`src/tpi_pkg.sv`:
```
// ============================================================================
// tpi_pkg
// Shared types, constants and tables of the turtle path interpreter.
// ============================================================================
package tpi_pkg;

    localparam int ANGLE_BITS_DEF = 16;
    localparam int FRAC_BITS_DEF  = 16;
    localparam int INDEX_BITS_DEF = 20;

    localparam int SYM_W       = 8;
    localparam int IDX_OUT_W   = 20;
    localparam int POS_W       = 32;
    localparam int CFG_ANGLE_W = 16;
    localparam int MASK_W      = 256;

    localparam int APB_ADDR_W = 6;
    localparam int APB_DATA_W = 64;

    localparam int QUEUE_DEPTH = 4;

    localparam int CORDIC_STEPS = 24;
    localparam int CORDIC_Q     = 30;
    localparam int CORDIC_W     = 34;
    localparam logic signed [CORDIC_W-1:0] CORDIC_GAIN = 34'sd652032874;

    localparam logic [SYM_W-1:0] SYM_PLUS  = 8'h2B;
    localparam logic [SYM_W-1:0] SYM_MINUS = 8'h2D;

    typedef enum logic [2:0] {
        REG_DRAW_MASK_0 = 3'd0,
        REG_DRAW_MASK_1 = 3'd1,
        REG_DRAW_MASK_2 = 3'd2,
        REG_DRAW_MASK_3 = 3'd3,
        REG_START_ANGLE = 3'd4,
        REG_TURN_ANGLE  = 3'd5
    } reg_idx_t;

    typedef struct packed {
        logic restart;
        logic draw;
    } cmd_flags_t;

    function automatic logic [31:0] atan_val(input int unsigned k);
        logic [31:0] v;
        case (k)
            0:       v = 32'h20000000;
            1:       v = 32'h12E4051E;
            2:       v = 32'h09FB385B;
            3:       v = 32'h051111D4;
            4:       v = 32'h028B0D43;
            5:       v = 32'h0145D7E1;
            6:       v = 32'h00A2F61E;
            7:       v = 32'h00517C55;
            8:       v = 32'h0028BE53;
            9:       v = 32'h00145F2F;
            10:      v = 32'h000A2F98;
            11:      v = 32'h000517CC;
            12:      v = 32'h00028BE6;
            13:      v = 32'h000145F3;
            14:      v = 32'h0000A2FA;
            15:      v = 32'h0000517D;
            16:      v = 32'h000028BE;
            17:      v = 32'h0000145F;
            18:      v = 32'h00000A30;
            19:      v = 32'h00000518;
            20:      v = 32'h0000028C;
            21:      v = 32'h00000146;
            22:      v = 32'h000000A3;
            23:      v = 32'h00000051;
            default: v = 32'h00000000;
        endcase
        return v;
    endfunction

endpackage

```
`src/tpi_front.sv`:
```
// ============================================================================
// tpi_front
// Symbol decoder: tracks the heading, folds turns in, queues move commands.
// ============================================================================
module tpi_front #(
    parameter int ANGLE_BITS = tpi_pkg::ANGLE_BITS_DEF
) (
    input  logic                            clk,
    input  logic                            rst_n,
    input  logic                            in_valid,
    output logic                            in_ready,
    input  logic [tpi_pkg::SYM_W-1:0]       symbol,
    input  logic                            new_drawing,
    input  logic [tpi_pkg::MASK_W-1:0]      draw_mask,
    input  logic [tpi_pkg::CFG_ANGLE_W-1:0] start_angle,
    input  logic [tpi_pkg::CFG_ANGLE_W-1:0] turn_angle,
    input  logic                            q_ready,
    output logic                            q_push,
    output logic [ANGLE_BITS-1:0]           q_heading,
    output tpi_pkg::cmd_flags_t             q_flags
);

    logic [ANGLE_BITS-1:0] heading_reg, heading_next;
    logic                  pend_reg, pend_next;
    logic [ANGLE_BITS-1:0] base_heading;
    logic [ANGLE_BITS-1:0] turn_a;
    logic                  restart;
    logic                  accept;

    assign in_ready = q_ready;
    assign accept   = in_valid & in_ready;
    assign turn_a   = ANGLE_BITS'(turn_angle);

    always_comb
    begin
        base_heading = new_drawing ? ANGLE_BITS'(start_angle) : heading_reg;
        restart      = new_drawing | pend_reg;
        heading_next = heading_reg;
        pend_next    = pend_reg;
        q_push       = 1'b0;
        if (accept)
        begin
            if (symbol == tpi_pkg::SYM_PLUS)
            begin
                heading_next = base_heading + turn_a;
                pend_next    = restart;
            end
            else if (symbol == tpi_pkg::SYM_MINUS)
            begin
                heading_next = base_heading - turn_a;
                pend_next    = restart;
            end
            else
            begin
                heading_next = base_heading;
                pend_next    = 1'b0;
                q_push       = 1'b1;
            end
        end
    end

    assign q_heading       = base_heading;
    assign q_flags.restart = restart;
    assign q_flags.draw    = draw_mask[symbol];

    always_ff @(posedge clk or negedge rst_n)
    begin
        if (!rst_n)
        begin
            heading_reg <= '0;
            pend_reg    <= 1'b0;
        end
        else
        begin
            heading_reg <= heading_next;
            pend_reg    <= pend_next;
        end
    end

endmodule

```
`config.mk`:
```
export PLATFORM = sky130hd
export DESIGN_NAME = tpi_front
export DESIGN_NICKNAME = d
export VERILOG_FILES = /design/src/tpi_pkg.sv /design/src/tpi_front.sv
export SDC_FILE = /design/constraint.sdc
export NUM_CORES = 1
export LEC_CHECK = 0
export BUFFER_PORTS_ARGS = -buffer_cell sky130_fd_sc_hd__buf_2
export CAP_MARGIN = 20
export CORE_AREA = 2 2 125 127
export DETAILED_ROUTE_END_ITERATION = 6
export DIE_AREA = 0 0 127 129
export PLACE_DENSITY = 0.73
export SLEW_MARGIN = 30
export SYNTH_ARGS = -nofsm -noshare
export SYNTH_HDL_FRONTEND = slang
export SYNTH_SLANG_ARGS = --single-unit
```
`constraint.sdc`:
```
create_clock -name clk -period 4 [get_ports clk]
set_input_delay 0.6 -clock clk [delete_from_list [all_inputs] [get_ports clk]]
set_output_delay 0.6 -clock clk [all_outputs]
set_load 0.005 [all_outputs]
```
======== Yosys cells after proc, flatten, opt, wreduce, memory -nomap -nowiden ========
Index checks and enable logic that the tools add are counted.
storage, ports and cells
  bits in registers ....................... 17
  logic and storage cells ................. 19
cells by class
  $add $sub $neg .......................... 2
  magnitude comparators ................... 1
  equality and inequality tests ........... 2
  muxes and demuxes ....................... 10
  bitwise logic cells ..................... 2
operators by type and width
  cell                                                                           number
  16-bit 2-to-1 mux                                                              3
  16-bit adder                                                                   1
  8-bit by 6-bit == test with 1-bit output (second input constant)               2
  16-bit subtractor                                                              1
  8-bit by 9-bit less-than comparator with 1-bit output (second input constant)  1
  1-bit binary-select mux with 8-bit select                                      1
  1-bit 2-to-1 mux                                                               6
  1-bit bitwise AND                                                              1
  1-bit OR                                                                       1

======== Logic depth before layout (Yosys ltp) ========
  depth after elaboration ................. 4
  depth in mapped cells ................... 13

======== Least setup slack after synthesis ========
No wires, ideal clock.
  path kind ............................... input port to flip-flop
  start point ............................. in new_drawing
  end point ............................... reg heading_reg[12]
  arrival ................................. 3.687 ns
  required time ........................... 3.862 ns
  slack ................................... 0.175 ns
  stages on the path ...................... 13
  buffers on the path ..................... 2
  cells stage by stage .................... clkbuf_1 > buf_1 > mux2i_1 > inv_1 > ha_1 > fa_1 > nor2b_1 > o311ai_2 > a211oi_1 > or3_4 > a311oi_2 > xnor2_1 > o221ai_1
on the way
  word-level cells in the longest chain between the ends .. 4
  elaborated cells on any way between the ends .. 5
  those cells by class .................... add/sub: 2; mux: 3
RTL lines
  what                    line             text
  start: declaration      tpi_front.sv:13  input logic new_drawing,
  16-bit 2-to-1 mux (*)   tpi_front.sv:36  base_heading = new_drawing ? ANGLE_BITS'(start_angle) : heading_reg;
  named net q_heading[0]  tpi_front.sv:19  output logic [ANGLE_BITS-1:0] q_heading,
  16-bit subtractor       tpi_front.sv:50  heading_next = base_heading - turn_a;
  16-bit 2-to-1 mux       tpi_front.sv:48  else if (symbol == tpi_pkg::SYM_MINUS)
  16-bit 2-to-1 mux (*)   tpi_front.sv:43  if (symbol == tpi_pkg::SYM_PLUS)
  end signal: assignment  tpi_front.sv:75  heading_reg <= heading_next;
  end: declaration        tpi_front.sv:23  logic [ANGLE_BITS-1:0] heading_reg, heading_next;
The timed path passes the listed nets; every way through them passes the cells marked *.
A chain may end at the register's enable or synchronous reset.

==> metrics <==
wire length of the first global-routing pass=between 30000 and 40000 um; post-layout minimum cycle time=roughly 3.5 ns; number of flip-flops in the largest register=16; number of enable flip-flop cells after synthesis=0; setup slack after placement=0.470 ns; Chip Height=129 um; warning count from the yosys run=0; depth of the most critical reg-to-reg path=11; Max clock buf depth=2; critical path's largest stage delay=0.57 ns; Row Count=between 40 and 50; Hold Crit Class=in2async; wirelength, routed=about 22000 um; post-CTS setup-driven buffer insertion count=0; most common flop cell mapped by yosys=dfrtp_1; largest driver fanout on the critical path=39; combined area of all synthesized cells=4930 sq um; fraction of synthesized cell area in xor and xnor cells=a little under 2%; worst-path cell chain=buf_4 -> buf_12 -> mux4_1 -> mux4_2 -> nor2_1 -> nor3_1 -> o22ai_1 -> a211oi_1 -> buf_2; headroom to the max-slew limit=about two fifths; H-tree depth=1; pin count of the biggest net entering global routing=slightly below 60; DRC violation total after the first TritonRoute iteration=a little under 600; vias in the first global route=roughly 5.7k; RSZ-0062 raised after global routing=false; sum of overflow across all layers after global routing=0; startpoint kind of the worst setup timing path=primary input; most heavily used metal layer in global routing=met2; met2 track demand over resource=43.2%; Post-Synth Simple-Gate Area=approximately 16%; net count after synthesis=roughly 860; Gates resized, CTS repair=0; slack of the critical path=between 0.5 and 0.6 ns; Chip Width=approximately 130 um; portion of netlist area occupied by mux cells=between 30 and 40%; Reg-to-Reg Start=heading_reg[0]$_DFFE_PN0P_; leakage power summed over all cells=between 3 and 4 nW; total routing usage reported by global routing=25.1%; CTS buffer count=3; final cycle utilization of the critical path=between 80 and 90%; clock sink count=17; synthesis-to-layout area growth=36.8%; full die area=between 15000 and 20000 sq um; main combinational cell family by area after synthesis=multiplexers; detailed-router iteration count before antenna repair=6; peak supply drop=~150 uV; standard cell with the maximum stage delay on the critical path=mux4_1; total of buffers placed on input and output ports=320; Power Density=approximately 210 nW/um^2; synthesized-area fraction occupied by ao, oa, aoi and oai cells=between 20% and 30%; f_max=approximately 0.29 GHz; Fin. Hold Viols=0; core area=15000 sq um; number of ports placed on the die boundary=approximately 320; mean instance size in the synthesized netlist=between 9 and 10 sq um; core utilization of the finished layout=45.1%; share of layout cells above drive strength 1=between 50% and 60%; synth unique cells=67; clock latency at the later pin of the worst-skew pair=approximately 0.26 ns; Crit. End Element=output port; met1 Track Usage GR=about a third; Initial Util=around a third; type of the worst setup path=in2out; clock-pin transition on the worst setup and hold timing paths=approximately 0.070 ns; net count of the finished layout=~1.2k; asr flop ratio synth=between 90% and 100%; DRC violation count after routing=0; clock tree from TritonCTS=yes; half-perimeter wire length after detailed placement=~18000 um; post-route ant nets=0; cts-stage hold buffer count=0; #FFs+latches synth=17; Crit Reg-Reg Endpoint=heading_reg[12]$_DFFE_PN0P_; slew at the pin closest to its max-slew limit=0.879 ns; routability congestion estimate from global placement=around 0.9; worst-case clock skew=0.00917 ns; synthesized netlist cell count=528; Seq/Total Area, Yosys=between 8 and 9%; Max Slew Vio Count=0; via-per-instance ratio=roughly 5.7; fraction of the mapped netlist area in adder cells=~9%; setup_tns=0 ns; data required time at the worst endpoint=3.40 ns; Max Cap Viol=0; via count=~5.8k; clock root buffer=clkbuf_16; initial antenna violation count=6; average detailed-routed wire length per instance=around 21 um; Data arrival, critical path=2.88 ns; setup slack of the worst register-to-register path=between 0.9 and 1 ns; global-route track usage on met3=about 5.7%; status=complete, no violations; setup violation total in the final timing report=0
[worst max-delay path: cells and delay by family]
family | cells | cell delay [ns]
buf+inv | 3 | 0.72
mux | 2 | 1.04
compound gates | 2 | 0.34
simple gates | 2 | 0.15
[cell type report]
class | count | area (sq um)
Multi-Input combinational cell | 439 | 4170
Inverter | 30 | 113
Clock inverter | 1 | 7.51
Antenna cell | 4 | 10.0
Timing Repair Buffer | 330 | 1720
Fill cell | 1525 | 8230
Sequential cell | 17 | 425
Tap cell | 188 | 235
Clock buffer | 3 | 75.1
[synthesized netlist by cell type (9+ instances only)]
library cell   n  area [sq um]
o21ai_0       22           110
nor3_1        20           100
ha_1          32           400
a211oi_1       9          67.6
a31oi_1       11          68.8
dfrtp_1       17           425
a21oi_1       27           135
clkbuf_1      16          60.1
buf_2         15          75.1
nand3_1       18          90.1
mux4_1        14           368
mux2_2        23           259
nand2b_1      13          81.3
nor2_1        34           128
nand2_1       38           143
mux4_2        50          1130
inv_1         29           109
[per-stage QoR]
stage	instances	total power, mW	instance area [sq um]	hold slack, ns
3_3_place_gp	1004	1.17	6660	0.463
2_1_floorplan	528	0.852	4930	0.304
4_1_cts	1008	1.40	6740	0.300
5_1_grt	1010	1.52	6750	0.324
6_report	1012	1.41	6750	0.292
3_5_place_dp	1004	1.18	6660	0.465
[logic make-up (layout without fill, tap and decap cells)]
logic type | after synthesis | after routing
and+or+nand+nor | 155 | 155
xor gates and xnor gates | 11 | 11
muxes | 94 | 94
buffers and inverters | 72 | 364
adders and majority gates | 34 | 34
DFF | 17 | 17
other | 0 | 4
AOI/OAI and AO/OA | 145 | 145
[routing by layer]
metal,wire length [um],vias up,share of wire (%)
met4,162,4,0.75
met3,1740,16,8.1
met1,9100,2780,42
li1,-,2686,-
met2,10600,266,49
met5,23,-,0.11
[worst max path at each step]
stage / startpoint / endpoint / cells past startpoint
after floorplan: new_drawing / heading_reg[12]$_DFFE_PN0P_ / 13
after detailed placement: symbol[0] / q_flags[0] / 9
final: symbol[0] / q_flags[0] / 9
after CTS: symbol[0] / q_flags[0] / 9
after global placement: symbol[0] / q_flags[0] / 9
after global routing: symbol[0] / q_flags[0] / 11
[layout by cell type, fill, tap and decap left out, drive strengths merged, types with 5 or more instances in the layout]
| master | instances |
|---|---|
| o211ai | 5 |
| dfrtp | 17 |
| inv | 29 |
| nand2b | 13 |
| xnor2 | 7 |
| nor2 | 34 |
| mux2 | 23 |
| nand3 | 18 |
| mux2i | 7 |
| or3 | 8 |
| a21o | 6 |
| nor3 | 20 |
| o21ai | 23 |
| nand2 | 38 |
| nor2b | 8 |
| o22ai | 8 |
| a31oi | 11 |
| a22oi | 8 |
| a21oi | 27 |
| a211oi | 9 |
| a221oi | 5 |
| buf | 330 |
| mux4 | 64 |
| ha | 32 |
[power by group]
part | leakage [nW] | internal [mW] | switching [mW] | total (mW)
Sequential | 0.210 | 0.204 | 0.0197 | 0.224
Combinational | 2.98 | 0.476 | 0.492 | 0.968
Clock | 0.0371 | 0.135 | 0.0838 | 0.219
Note: power is estimated with default switching activity, not from simulation.
