==> src/tpi_pkg.sv <==
// ============================================================================
// tpi_pkg
// Shared types, constants and tables of the turtle path interpreter.
// ============================================================================
package tpi_pkg;

    localparam int ANGLE_BITS_DEF = 16;
    localparam int FRAC_BITS_DEF  = 16;
    localparam int INDEX_BITS_DEF = 20;

    localparam int SYM_W       = 8;
    localparam int IDX_OUT_W   = 20;
    localparam int POS_W       = 32;
    localparam int CFG_ANGLE_W = 16;
    localparam int MASK_W      = 256;

    localparam int APB_ADDR_W = 6;
    localparam int APB_DATA_W = 64;

    localparam int QUEUE_DEPTH = 4;

    localparam int CORDIC_STEPS = 24;
    localparam int CORDIC_Q     = 30;
    localparam int CORDIC_W     = 34;
    localparam logic signed [CORDIC_W-1:0] CORDIC_GAIN = 34'sd652032874;

    localparam logic [SYM_W-1:0] SYM_PLUS  = 8'h2B;
    localparam logic [SYM_W-1:0] SYM_MINUS = 8'h2D;

    typedef enum logic [2:0] {
        REG_DRAW_MASK_0 = 3'd0,
        REG_DRAW_MASK_1 = 3'd1,
        REG_DRAW_MASK_2 = 3'd2,
        REG_DRAW_MASK_3 = 3'd3,
        REG_START_ANGLE = 3'd4,
        REG_TURN_ANGLE  = 3'd5
    } reg_idx_t;

    typedef struct packed {
        logic restart;
        logic draw;
    } cmd_flags_t;

    function automatic logic [31:0] atan_val(input int unsigned k);
        logic [31:0] v;
        case (k)
            0:       v = 32'h20000000;
            1:       v = 32'h12E4051E;
            2:       v = 32'h09FB385B;
            3:       v = 32'h051111D4;
            4:       v = 32'h028B0D43;
            5:       v = 32'h0145D7E1;
            6:       v = 32'h00A2F61E;
            7:       v = 32'h00517C55;
            8:       v = 32'h0028BE53;
            9:       v = 32'h00145F2F;
            10:      v = 32'h000A2F98;
            11:      v = 32'h000517CC;
            12:      v = 32'h00028BE6;
            13:      v = 32'h000145F3;
            14:      v = 32'h0000A2FA;
            15:      v = 32'h0000517D;
            16:      v = 32'h000028BE;
            17:      v = 32'h0000145F;
            18:      v = 32'h00000A30;
            19:      v = 32'h00000518;
            20:      v = 32'h0000028C;
            21:      v = 32'h00000146;
            22:      v = 32'h000000A3;
            23:      v = 32'h00000051;
            default: v = 32'h00000000;
        endcase
        return v;
    endfunction

endpackage

==> src/tpi_regs.sv <==
// ============================================================================
// tpi_regs
// APB register file: drawing mask, start angle and turn angle.
// ============================================================================
module tpi_regs (
    input  logic                            clk,
    input  logic                            rst_n,
    input  logic                            psel,
    input  logic                            penable,
    input  logic                            pwrite,
    input  logic [tpi_pkg::APB_ADDR_W-1:0]  paddr,
    input  logic [tpi_pkg::APB_DATA_W-1:0]  pwdata,
    output logic [tpi_pkg::APB_DATA_W-1:0]  prdata,
    output logic                            pready,
    output logic [tpi_pkg::MASK_W-1:0]      draw_mask,
    output logic [tpi_pkg::CFG_ANGLE_W-1:0] start_angle,
    output logic [tpi_pkg::CFG_ANGLE_W-1:0] turn_angle
);

    logic [tpi_pkg::APB_DATA_W-1:0]  mask_reg [0:3];
    logic [tpi_pkg::CFG_ANGLE_W-1:0] start_reg;
    logic [tpi_pkg::CFG_ANGLE_W-1:0] turn_reg;
    tpi_pkg::reg_idx_t               idx;
    logic                            wr_en;

    assign pready = 1'b1;
    assign idx    = tpi_pkg::reg_idx_t'(paddr[5:3]);
    assign wr_en  = psel & penable & pwrite & pready;

    always_ff @(posedge clk or negedge rst_n)
    begin
        if (!rst_n)
        begin
            mask_reg[0] <= '0;
            mask_reg[1] <= '0;
            mask_reg[2] <= '0;
            mask_reg[3] <= '0;
            start_reg   <= '0;
            turn_reg    <= '0;
        end
        else if (wr_en)
        begin
            case (idx)
                tpi_pkg::REG_DRAW_MASK_0: mask_reg[0] <= pwdata;
                tpi_pkg::REG_DRAW_MASK_1: mask_reg[1] <= pwdata;
                tpi_pkg::REG_DRAW_MASK_2: mask_reg[2] <= pwdata;
                tpi_pkg::REG_DRAW_MASK_3: mask_reg[3] <= pwdata;
                tpi_pkg::REG_START_ANGLE: start_reg   <= pwdata[15:0];
                tpi_pkg::REG_TURN_ANGLE:  turn_reg    <= pwdata[15:0];
                default: ;
            endcase
        end
    end

    always_comb
    begin
        case (idx)
            tpi_pkg::REG_DRAW_MASK_0: prdata = mask_reg[0];
            tpi_pkg::REG_DRAW_MASK_1: prdata = mask_reg[1];
            tpi_pkg::REG_DRAW_MASK_2: prdata = mask_reg[2];
            tpi_pkg::REG_DRAW_MASK_3: prdata = mask_reg[3];
            tpi_pkg::REG_START_ANGLE: prdata = {48'd0, start_reg};
            tpi_pkg::REG_TURN_ANGLE:  prdata = {48'd0, turn_reg};
            default:                  prdata = '0;
        endcase
    end

    assign draw_mask   = {mask_reg[3], mask_reg[2], mask_reg[1], mask_reg[0]};
    assign start_angle = start_reg;
    assign turn_angle  = turn_reg;

endmodule

==> config.mk <==
export PLATFORM = sky130hd
export DESIGN_NAME = tpi_regs
export DESIGN_NICKNAME = d
export VERILOG_FILES = /design/src/tpi_pkg.sv /design/src/tpi_regs.sv
export SDC_FILE = /design/constraint.sdc
export NUM_CORES = 1
export LEC_CHECK = 0
export BUFFER_PORTS_ARGS = -buffer_cell sky130_fd_sc_hd__buf_2
export CAP_MARGIN = 30
export CORE_MARGIN = 4
export CORE_UTILIZATION = 40
export DETAILED_ROUTE_END_ITERATION = 8
export GPL_ROUTABILITY_DRIVEN = 0
export PLACE_DENSITY = 0.76
export SLEW_MARGIN = 20
export SYNTH_ARGS = -nofsm -noshare
export SYNTH_HDL_FRONTEND = slang
export SYNTH_SLANG_ARGS = --single-unit
==> constraint.sdc <==
create_clock -name clk -period 5.3 [get_ports clk]
set_input_delay 1.06 -clock clk [delete_from_list [all_inputs] [get_ports clk]]
set_output_delay 1.06 -clock clk [all_outputs]
set_load 0.05 [all_outputs]
After elaboration in Yosys (flattened, before gate mapping):

Cells that the tools add are included.
Widths: inputs -> output; s select.

* equality and inequality tests: 5
* bitwise gates (word level): 2
* reduce and logical (&&, ||, !) cells: 7
* multiplexer cells: 1

Operators by type and width (number)
* $pmux 64 s6: 1
* $reduce_and 2->1: 6
* $eq 3x2->1 const B: 2
* $eq 3x3->1 const B: 2
* $eq 3x1->1 const B: 1
* $logic_not 3->1: 1
* $and 1x1->1: 2

* register bits: 288
* output and inout port bits: 353

Logic depth before layout (Yosys ltp):

Gate-level depths: netlist (run 1).

* depth in word-level cells: 3
* gate-level depth with buffers: 6
* mapped depth without buffers: 3

Worst setup path after synthesis (run 1):

OpenSTA, ideal clock, no wires.

* path type: input-to-output
* start point: input port paddr[3] (netlist name)
* end point: output port prdata[3] (netlist name)
* required time: 4.240 ns
* path slack: 1.474 ns
* stages: 6
* arrival time: 2.766 ns
* buffers on the path: 3
* cells stage by stage: buf_2 > buf_2 > buf_2 > nand3b_1 > o21a_1 > o211ai_1

* longest elaborated chain between the ends: 2
* elaborated cells on any way between the ends: 7
* those cells by class: 5 x eq/ne; 1 x mux; 1 x reduce/logical

Ends and longest elaborated chain
* start: declaration: line tpi_regs.sv:11 `input logic [tpi_pkg::APB_ADDR_W-1:0] paddr,`
* $eq 3x3->1 (tied with other cells): line tpi_regs.sv:57 `case (idx)`
* $pmux 64 s6 (*): line tpi_regs.sv:57
* end: declaration: line tpi_regs.sv:13 `output logic [tpi_pkg::APB_DATA_W-1:0] prdata,`

Mark *: on every way between the ends. The rest lies on a longest branch, timed or not.

Worst setup path in the final report (run 1):

* start point: input port paddr[4] (netlist name)
* end point: output port prdata[53] (netlist name)

Same word-level chain as after synthesis.

==> results of run 1 <==
-- through the flow --
step	util	hold WS (ns)	power, mW	setup slack (ns)
2_1_floorplan	-	0.764	5.39	1.47
3_3_place_gp	0.482	0.479	6.21	0.997
3_5_place_dp	0.482	0.498	6.27	0.990
4_1_cts	0.517	0.511	8.65	0.984
5_1_grt	0.517	0.532	8.91	0.971
6_report	0.517	0.511	8.55	1.03
-- where the power goes --
| part | internal (mW) | switching [mW] |
|---|---|---|
| Sequential | 2.63 | 0.329 |
| Combinational | 0.883 | 2.38 |
| Clock | 1.43 | 0.899 |
| Total | 4.95 | 3.60 |
-- sequential cells by signal (all words and copies together), names as in the netlist --
register / count
draw_mask: 256
turn_angle: 16
start_angle: 16
-- routing by layer --
metal	vias up	part of all wire
met5	-	0
met4	0	0.031
met3	74	0.069
met2	332	0.50
met1	4825	0.40
li1	3980	-
-- logic make-up after synthesis --
| kind of cell | count (synthesis) |
|---|---|
| buffers and inverters | 61 |
| muxes | 364 |
| AOI/OAI and AO/OA | 48 |
| other | 1 |
| DFF | 288 |
| and+or+nand+nor | 90 |
-- critical path, delay by kind of cell --
kind | cells | cell delay [ns]
buffers and inverters | 3 | 1.52
muxes | 1 | 0.32
and+or+nand+nor | 1 | 0.26
-- placed cells by master (no fill, tap or decap), types with 2 or more instances in the layout --
cell type	netlist	routed
o21ai_0	7	7
nand3b_1	3	3
mux2i_1	15	15
o21a_1	3	3
nor3b_1	3	3
nor3_4	2	3
nand3_1	11	11
mux2_2	291	291
a211oi_1	5	5
clkinv_2	0	4
clkbuf_16	0	37
dfrtp_1	288	288
clkbuf_1	15	9
diode_2	0	3
buf_4	7	16
a21o_1	5	5
o211ai_1	6	6
clkbuf_8	0	8
buf_2	21	419
nor2b_1	50	50
a21oi_1	8	8
nor2_4	0	2
a221oi_1	3	3
buf_12	0	4
nand2_1	7	7
and4b_1	3	3
a22oi_1	2	2
a31oi_1	9	9
mux4_2	48	48
mux2_1	10	10
nor4bb_1	3	3
nor2_1	2	2
-- layout make-up --
cell class                 count  area share
antenna                        3    0.000447
clock buffer                  54      0.0637
clock inverter                 7     0.00395
inverter                       1    0.000224
multi-input combinational    503       0.331
sequential                   288       0.429
tap                          442      0.0329
timing repair buffer         441       0.138
-- worst min-delay path by stage --
| stage | startpoint | endpoint | slack [ns] | cells after the start |
|---|---|---|---|---|
| final | draw_mask[0] | draw_mask[0] | 0.51 | 1 |
| after global routing | draw_mask[177] | draw_mask[177] | 0.53 | 1 |
| after CTS | draw_mask[0] | draw_mask[0] | 0.51 | 1 |
| after detailed placement | draw_mask[178] | draw_mask[178] | 0.50 | 1 |
| after global placement | draw_mask[0] | draw_mask[0] | 0.48 | 1 |
| after floorplan | rst_n | draw_mask[0] | 0.76 | 0 |
==> impl_metrics.py, run 1 <==
metrics = {
    "synthesis": {
        "synthTopCellsByArea": "dfrtp_1 (55%), mux2_2 (25%), mux4_2 (8.2%)",
        "async_reset_ff_frac": 1.00,
        "synth_top_family_by_area": "multiplexers",
        "yosys_register_bits": 288,
        "post-synth-top-count-cell": "mux2_2",
        "postSynthCellCount": 852,
        "yosys.area.top_type": "dfrtp_1",
        "synth_compound_area_frac": 0.0240,
        "synthSimpleGateAreaFrac": 0.0456,
        "synthDominantCellAreaShare": 0.549,
        "ys.flop_type": "dfrtp_1",
        "synthAdderAreaFrac": 0,
        "synth_edf_count": 0,
        "ys_seq_area_frac": 0.549,
        "netlist_area_um2": 13100,
        "synth_area_per_cell_um2": 15.4,
        "yosys-top-cells-count": "mux2_2 (291), dfrtp_1 (288), nor2b_1 (50)",
        "ys_types": 35,
        "synth-xor-area-share": 0,
        "synth_nets": 927,
        "muxShareOfSynthArea": 0.352,
        "ys_warn_count": 0,
    },
    "global_routing": {
        "grt-ovfl-total": 0,
        "met3_usage": 0.0538,
        "grt_pass1_wl_um": 60200,
        "grt_pass1_vias": 9914,
        "antenna_found_initial": 3,
        "grt_use_met2": 0.367,
        "busiest_layer": "met2",
        "grt.met1_usage": 0.263,
        "grt_usage": 0.213,
        "grt_start_max_net_pins": 105,
    },
    "critical_path": {
        "crit_start": "paddr[4]",
        "timing.rr.start": "draw_mask[178]",
        "cp-end-kind": "output port",
        "crit_path_max_fanout": 45,
        "rr_worst_depth": 1,
        "r2r_slack_ns": 4.47,
        "slowest_delay_ns": 0.70,
        "path_cells": "buf_4, buf_4, mux4_2, nor2b_1, buf_2",
        "cp.required_ns": 4.24,
        "startpoint_type": "input port",
        "endpoint": "prdata[53]",
        "cp.arrival_ns": 3.21,
        "reg2reg_to": "draw_mask[178]",
        "critPathMostFrequentCell": "buf_4",
        "cp_slowest_cell": "buf_4",
        "path_class": "in2out",
    },
    "clock_network": {
        "insertion_delay_ns": 0.49,
        "cts_tree": "built",
        "clk_transition_reported_paths_ns": 0.05,
        "cts-resized-gates": 0,
        "cts_num_sinks": 288,
        "post_cts_buffers": 0,
        "cts_max_level": 2,
        "cts_hold_buf": 0,
        "ctsRootBufferMaster": "clkbuf_16",
        "cts_made_buffers": 34,
        "clockBufferDepth": 3,
    },
    "final_layout": {
        "drive_above_1_share": 0.648,
        "post-route-cell-area_um2": 16800,
        "fill_cells": 2758,
        "final_nets": 1344,
        "register_area_um2": 7210,
        "multiInputGateArea_um2": 5550,
        "syn2layout_area_growth_pct": 28.0,
        "fin_cells": 1739,
    },
    "floorplan": {
        "rows": 66,
        "ios": 428,
        "floorplan.initialDensity": 0.404,
        "dieArea_um2": 35800,
        "dieWidth_um": 189,
        "die_y_um": 189,
        "core_region_area_um2": 32500,
    },
    "placed_design": {
        "placement.io_buffers": 423,
        "hpwl_um": 26000,
        "dp_cells": 1674,
        "placed_area_um2": 15600,
    },
    "pwr": {
        "static-leakage-power_nw": 8.35,
        "max-vdd-ir-drop_mv": 0.296,
        "power.density_nw_per_um2": 510,
    },
    "sta": {
        "finalCritPeriodShare": 0.805,
        "rsz0062_at_grt": "false",
        "max_freq_mhz": 234,
        "slew_viol_final": 0,
        "setup_tns_ns": 0,
        "period_needed_ns": 4.27,
        "slew_headroom": 0.393,
        "hold_viol": 0,
        "worst_pin_slew_ns": 0.907,
        "skew_ns": 0,
        "finalSetupViolations": 0,
    },
    "route": {
        "wl_um": 38900,
        "vias": 9211,
        "via_per_inst": 5.30,
        "wl_per_cell_um": 22.3,
        "drcViolationCount": 0,
        "detail-route-antenna-nets": 0,
        "drtIter0Drc": 396,
        "drtPass1Iterations": 4,
    },
    "hold_path": {
        "hold_class": "reg2reg",
    },
    "status": {
        "status": "finished, final reports clean",
    },
    "run": {
        "max-cap-violations": 0,
    },
}
Power figures use the tool's default switching activity.
==> inputs of run 2 (changes only) <==
--- a/config.mk
+++ b/config.mk
@@ -5,13 +5,14 @@
 export SDC_FILE = /design/constraint.sdc
 export NUM_CORES = 1
 export LEC_CHECK = 0
+export ABC_AREA = 1
 export BUFFER_PORTS_ARGS = -buffer_cell sky130_fd_sc_hd__buf_2
 export CAP_MARGIN = 30
 export CORE_MARGIN = 4
 export CORE_UTILIZATION = 40
 export DETAILED_ROUTE_END_ITERATION = 8
 export GPL_ROUTABILITY_DRIVEN = 0
-export PLACE_DENSITY = 0.76
+export PLACE_DENSITY = 0.79
 export SLEW_MARGIN = 20
 export SYNTH_ARGS = -nofsm -noshare
 export SYNTH_HDL_FRONTEND = slang
==> constraint.sdc (replaced) <==
create_clock -name clk -period 3.9 [get_ports clk]
set_input_delay 0.78 -clock clk [delete_from_list [all_inputs] [get_ports clk]]
set_output_delay 0.78 -clock clk [all_outputs]
set_load 0.05 [all_outputs]
==> run 2 against run 1 <==
Flip-flop and latch count unchanged. Register-to-register slack lost 1.3 ns. Total power up 32%. Sequential share of layout area fell by 0.87 points. Sequential power up 37%. Via count increased by 49%. Die area grew 4.1%. Critical path depth up 3. Routed wire length grew 22%. Clock power grew 27%. Global-route usage rose by 3.5 points. Clock-buffer cell count is 11 lower. Largest power group unchanged.
==> impl_metrics.py, run 2 <==
metrics = {
    "final_layout": {
        "multiInputGateArea_um2": 4970,
        "fill_cells": 3148,
        "drive_above_1_share": 0.244,
        "register_area_um2": 7210,
        "syn2layout_area_growth_pct": 25.2,
        "most-common-layout-cells": "nand2_1 (494), buf_2 (422), dfrtp_1 (288)",
        "largest_register_ffs": 256,
        "final_nets": 2187,
        "layout_commonest_cell": "nand2_1",
    },
    "route": {
        "detail-route-antenna-nets": 0,
        "wl_per_cell_um": 18.4,
        "drtIter0Drc": 1048,
        "wl_um": 47500,
        "via_per_inst": 5.30,
        "vias": 13700,
        "drtPass1Iterations": 7,
        "drcViolationCount": 0,
    },
    "clock_network": {
        "cts-resized-gates": 0,
        "cts_hold_buf": 0,
        "insertion_delay_ns": 0.54,
        "cts_max_level": 1,
        "cts_made_buffers": 31,
        "cts_tree": "built",
        "clockBufferDepth": 3,
        "cts_num_sinks": 288,
        "clk_transition_reported_paths_ns": 0.06,
        "post_cts_buffers": 0,
        "ctsRootBufferMaster": "clkbuf_16",
    },
    "sta": {
        "finalCritPeriodShare": 0.911,
        "finalSetupViolations": 0,
        "setup_tns_ns": 0,
        "max_freq_mhz": 281,
        "skew_ns": 0,
        "hold_viol": 0,
        "slew_viol_final": 0,
        "worst_pin_slew_ns": 0.986,
        "slew_headroom": 0.343,
        "rsz0062_at_grt": "false",
        "period_needed_ns": 3.55,
    },
    "pwr": {
        "static-leakage-power_nw": 9.54,
        "power.density_nw_per_um2": 658,
        "total_power_mw": 11.3,
        "max-vdd-ir-drop_mv": 0.429,
    },
    "global_routing": {
        "grt_pass1_wl_um": 73800,
        "antenna_found_initial": 4,
        "grt_pass1_vias": 13300,
        "grt-ovfl-total": 0,
        "grt_start_max_net_pins": 129,
        "grt_usage": 0.248,
    },
    "critical_path": {
        "cp.arrival_ns": 2.77,
        "startpoint_type": "input port",
        "cp.required_ns": 3.12,
        "cp-end-kind": "output port",
        "path_class": "in2out",
        "crit_path_max_fanout": 35,
    },
    "synthesis": {
        "synthDominantCellAreaShare": 0.527,
        "synthTopCellsByArea": "dfrtp_1 (53%), nand2_1 (14%), o21ai_1 (6.5%)",
        "ys_warn_count": 0,
        "ys_types": 23,
        "synth_nets": 1821,
        "postSynthCellCount": 1746,
        "post-synth-top-count-cell": "nand2_1",
        "async_reset_ff_frac": 1.00,
        "ys.flop_type": "dfrtp_1",
        "synth_edf_count": 0,
        "netlist_area_um2": 13700,
        "synth_area_per_cell_um2": 7.84,
        "yosys-top-cells-count": "nand2_1 (496), dfrtp_1 (288), inv_1 (233)",
        "yosys.area.top_type": "dfrtp_1",
        "yosys_register_bits": 288,
        "ys_seq_area_frac": 0.527,
    },
    "run": {
        "max-cap-violations": 0,
    },
    "floorplan": {
        "die_y_um": 193,
        "ios": 428,
        "dieWidth_um": 193,
        "core_region_area_um2": 33600,
        "floorplan.initialDensity": 0.407,
        "dieArea_um2": 37200,
        "rows": 67,
    },
    "status": {
        "status": "finished, final reports clean",
    },
    "placed_design": {
        "placement.io_buffers": 423,
        "hpwl_um": 31700,
    },
    "hold_path": {
        "hold_class": "in2async",
    },
}
[run 2: cell types whose count changed after synthesis, sizes merged, moves of 15 or more]
cell   change
a21oi     +45
buf       +48
inv      +236
mux2     -301
mux2i     -15
mux4      -48
nand2    +491
nand3     +73
nand4     +45
nor2      +70
nor2b     -50
o21ai    +337
[run 2: final cells by class]
cell class | count | area share
flip-flops and latches | 288 | 0.421
multi-input cells | 1101 | 0.290
repair buffers | 453 | 0.144
clock buffers | 43 | 0.0526
inverters | 237 | 0.0521
well taps | 448 | 0.0327
clock inverters | 12 | 0.00767
diodes | 2 | 0.000292
[run 2: stage by stage]
stage	area [um^2]	utilization	setup WS (ns)	hold slack (ns)	std cells
finish	17100	0.510	0.347	0.275	2584
global route	17100	0.510	0.199	0.313	2584
CTS	17100	0.510	0.336	0.290	2582
detailed placement	16100	0.479	0.342	0.496	2527
global placement	16100	0.479	0.346	0.486	2527
floorplan	13700	-	1.13	0.484	1746
[run 2: where the power goes]
group          total, mW  internal, mW  leakage, nW  switching (mW)
clock network       2.96          1.74        0.503            1.22
registers           4.06          3.57         3.65           0.484
logic               4.25         0.826         5.39            3.43
total               11.3          6.14         9.54            5.13
[run 2: critical path, stage by stage]
cell and delay (ns):
buf_2 0.41, inv_2 0.34, nand3_2 0.16, buf_4 0.37, inv_2 0.23, a21oi_1 0.18
nand2_1 0.07, buf_2 0.21
[run 2: cell families (layout without fill, tap and decap cells)]
| logic type | after synthesis | count (layout) | share of synthesized area |
|---|---|---|---|
| flip-flops | 288 | 288 | 0.527 |
| other | 1 | 3 | 0.000274 |
| AO/OA/AOI/OAI | 397 | 397 | 0.145 |
| AND/OR/NAND/NOR | 703 | 703 | 0.215 |
| buffers and inverters | 357 | 745 | 0.112 |
[run 2: per-layer routing]
| layer | up-vias | global-route usage | part of all wire |
|---|---|---|---|
| met5 | - | 0 | 0.00059 |
| met4 | 4 | 0.101 | 0.038 |
| met3 | 136 | 0.0632 | 0.11 |
| met2 | 767 | 0.409 | 0.47 |
| met1 | 6509 | 0.313 | 0.38 |
| li1 | 6270 | - | - |
[run 2: final timing paths]
path,start,endpoint,slack (ns),cells past startpoint
worst max register to register,draw_mask[3],draw_mask[3],3.14,2
min in group clk,pwdata[35],draw_mask[35],0.46,3
worst min register to register,draw_mask[19],draw_mask[19],0.51,2
max in group asynchronous,rst_n,draw_mask[112],2.60,3
worst min-delay path,rst_n,draw_mask[128],0.28,1
worst max-delay path,paddr[4],prdata[1],0.35,8
==> inputs of run 3 (changes only) <==
--- a/config.mk
+++ b/config.mk
@@ -8,11 +8,12 @@
 export ABC_AREA = 1
 export BUFFER_PORTS_ARGS = -buffer_cell sky130_fd_sc_hd__buf_2
 export CAP_MARGIN = 30
+export CORE_ASPECT_RATIO = 1.2
 export CORE_MARGIN = 4
 export CORE_UTILIZATION = 40
 export DETAILED_ROUTE_END_ITERATION = 8
 export GPL_ROUTABILITY_DRIVEN = 0
-export PLACE_DENSITY = 0.79
+export PLACE_DENSITY = 0.76
 export SLEW_MARGIN = 20
 export SYNTH_ARGS = -nofsm -noshare
 export SYNTH_HDL_FRONTEND = slang
==> constraint.sdc (replaced) <==
create_clock -name clk -period 4.4 [get_ports clk]
set_input_delay 0.88 -clock clk [delete_from_list [all_inputs] [get_ports clk]]
set_output_delay 0.88 -clock clk [all_outputs]
set_load 0.05 [all_outputs]
==> run 3 against run 2 <==
Die area about the same. Final cell count barely moved. Global-route usage fell by 0.27 points. Sequential power shrank 12%. Non-clock buffer count unchanged. Cell area grew 0.32%. Worst hold slack worse by 0.0096 ns. Largest cell class unchanged. Routed wire length barely moved. Highest routed layer is now met4. Via count decreased by 0.34%. Flip-flop and latch count unchanged. Core utilization rose by 0.45 points.
==> impl_metrics.py, run 3 (synthesized netlist as in run 2, its figures left out) <==
metrics = {
    "sta": {
        "slew_viol_final": 0,
        "finalCritPeriodShare": 0.792,
        "rsz0062_at_grt": "false",
        "holdWs_ns": 0.266,
        "setup_tns_ns": 0,
        "max_freq_mhz": 287,
        "hold_viol": 0,
        "skew_ns": 0,
        "finalSetupViolations": 0,
        "worst_pin_slew_ns": 0.801,
        "period_needed_ns": 3.49,
        "slew_headroom": 0.466,
    },
    "floorplan": {
        "floorplan.initialDensity": 0.409,
        "dieWidth_um": 177,
        "dieArea_um2": 37200,
        "core_region_area_um2": 33400,
        "ios": 428,
        "die_y_um": 211,
        "rows": 73,
    },
    "final_layout": {
        "multiInputGateArea_um2": 4970,
        "layout_commonest_cell": "nand2_1",
        "syn2layout_area_growth_pct": 25.6,
        "register_area_um2": 7210,
        "fill_cells": 3098,
        "largest_register_ffs": 256,
        "fin_cells": 2583,
        "final_nets": 2187,
        "most-common-layout-cells": "nand2_1 (494), buf_2 (421), dfrtp_1 (288)",
        "drive_above_1_share": 0.243,
    },
    "clock_network": {
        "cts_hold_buf": 0,
        "cts_num_sinks": 288,
        "cts_max_level": 1,
        "insertion_delay_ns": 0.55,
        "clk_transition_reported_paths_ns": 0.06,
        "ctsRootBufferMaster": "clkbuf_16",
        "post_cts_buffers": 0,
        "cts_made_buffers": 31,
        "cts_tree": "built",
        "cts-resized-gates": 0,
        "clockBufferDepth": 3,
    },
    "pwr": {
        "power.density_nw_per_um2": 582,
        "static-leakage-power_nw": 9.55,
        "max-vdd-ir-drop_mv": 0.396,
        "total_power_mw": 10.0,
    },
    "global_routing": {
        "grt_pass1_vias": 13600,
        "grt_start_max_net_pins": 134,
        "grt-ovfl-total": 0,
        "grt_usage": 0.245,
        "grt_pass1_wl_um": 74100,
        "antenna_found_initial": 0,
    },
    "route": {
        "drtPass1Iterations": 6,
        "wl_met3_um": 4340,
        "met2_length_um": 23300,
        "vias": 13600,
        "via_per_inst": 5.28,
        "wl_per_cell_um": 18.4,
        "drtIter0Drc": 1074,
        "drcViolationCount": 0,
        "detail-route-antenna-nets": 0,
        "top_layer_used": "met4",
        "m1WireLength_um": 18200,
        "wl_um": 47500,
    },
    "critical_path": {
        "r2r_slack_ns": 3.65,
        "rr_worst_depth": 2,
        "crit_path_max_fanout": 21,
        "cp-end-kind": "output port",
        "startpoint_type": "input port",
        "cp.arrival_ns": 2.61,
        "reg2reg_to": "turn_angle[9]",
        "path_class": "in2out",
        "cp.required_ns": 3.52,
        "timing.rr.start": "turn_angle[9]",
    },
    "placed_design": {
        "hpwl_um": 31600,
        "dp_cells": 2527,
        "placement.io_buffers": 423,
    },
    "status": {
        "status": "finished, final reports clean",
    },
    "hold_path": {
        "hold_class": "in2async",
    },
    "run": {
        "max-cap-violations": 0,
    },
}
## run 3: worst max path at each step
| stage | from | endpoint | slack, ns | cells after the start |
|---|---|---|---|---|
| 2_1_floorplan | paddr[5] | prdata[11] | 1.43 | 8 |
| 3_3_place_gp | paddr[3] | prdata[15] | 0.97 | 8 |
| 3_5_place_dp | paddr[3] | prdata[15] | 0.95 | 8 |
| 4_1_cts | paddr[3] | prdata[15] | 0.95 | 8 |
| 5_1_grt | paddr[3] | prdata[31] | 0.85 | 8 |
| 6_report | paddr[3] | prdata[15] | 0.91 | 8 |
## run 3: layout make-up
type / instances / share of cell area
inverters: 237 / 0.0519
clock buffers: 43 / 0.0518
flip-flops and latches: 288 / 0.419
diodes: 1 / 0.000146
clock inverters: 10 / 0.00793
repair buffers: 453 / 0.147
multi-input cells: 1101 / 0.289
well taps: 450 / 0.0328
## run 3: routing by layer
layer	vias to the layer above	track usage
met3	125	0.0536
met1	6511	0.303
met5	-	0
li1	6271	-
met2	733	0.419
met4	0	0.0945
## run 3: stage by stage
stage,worst slack (ns),area (um^2),utilization
global route,0.846,17200,0.514
global placement,0.974,16100,0.482
finish,0.915,17200,0.514
detailed placement,0.952,16100,0.482
CTS,0.952,17100,0.513
floorplan,1.43,13700,-
## run 3: critical path, cell delays in order
cell     delay (ns)
buf_2          0.27
nor2_8         0.41
buf_4          0.37
nand3_1        0.11
o21ai_0        0.10
inv_1          0.05
nand2_1        0.10
buf_2          0.28
## run 3: where the power goes
group	switching, mW	internal, mW	leakage [nW]
registers	0.422	3.17	3.65
clock network	1.07	1.58	0.497
logic	3.03	0.739	5.41
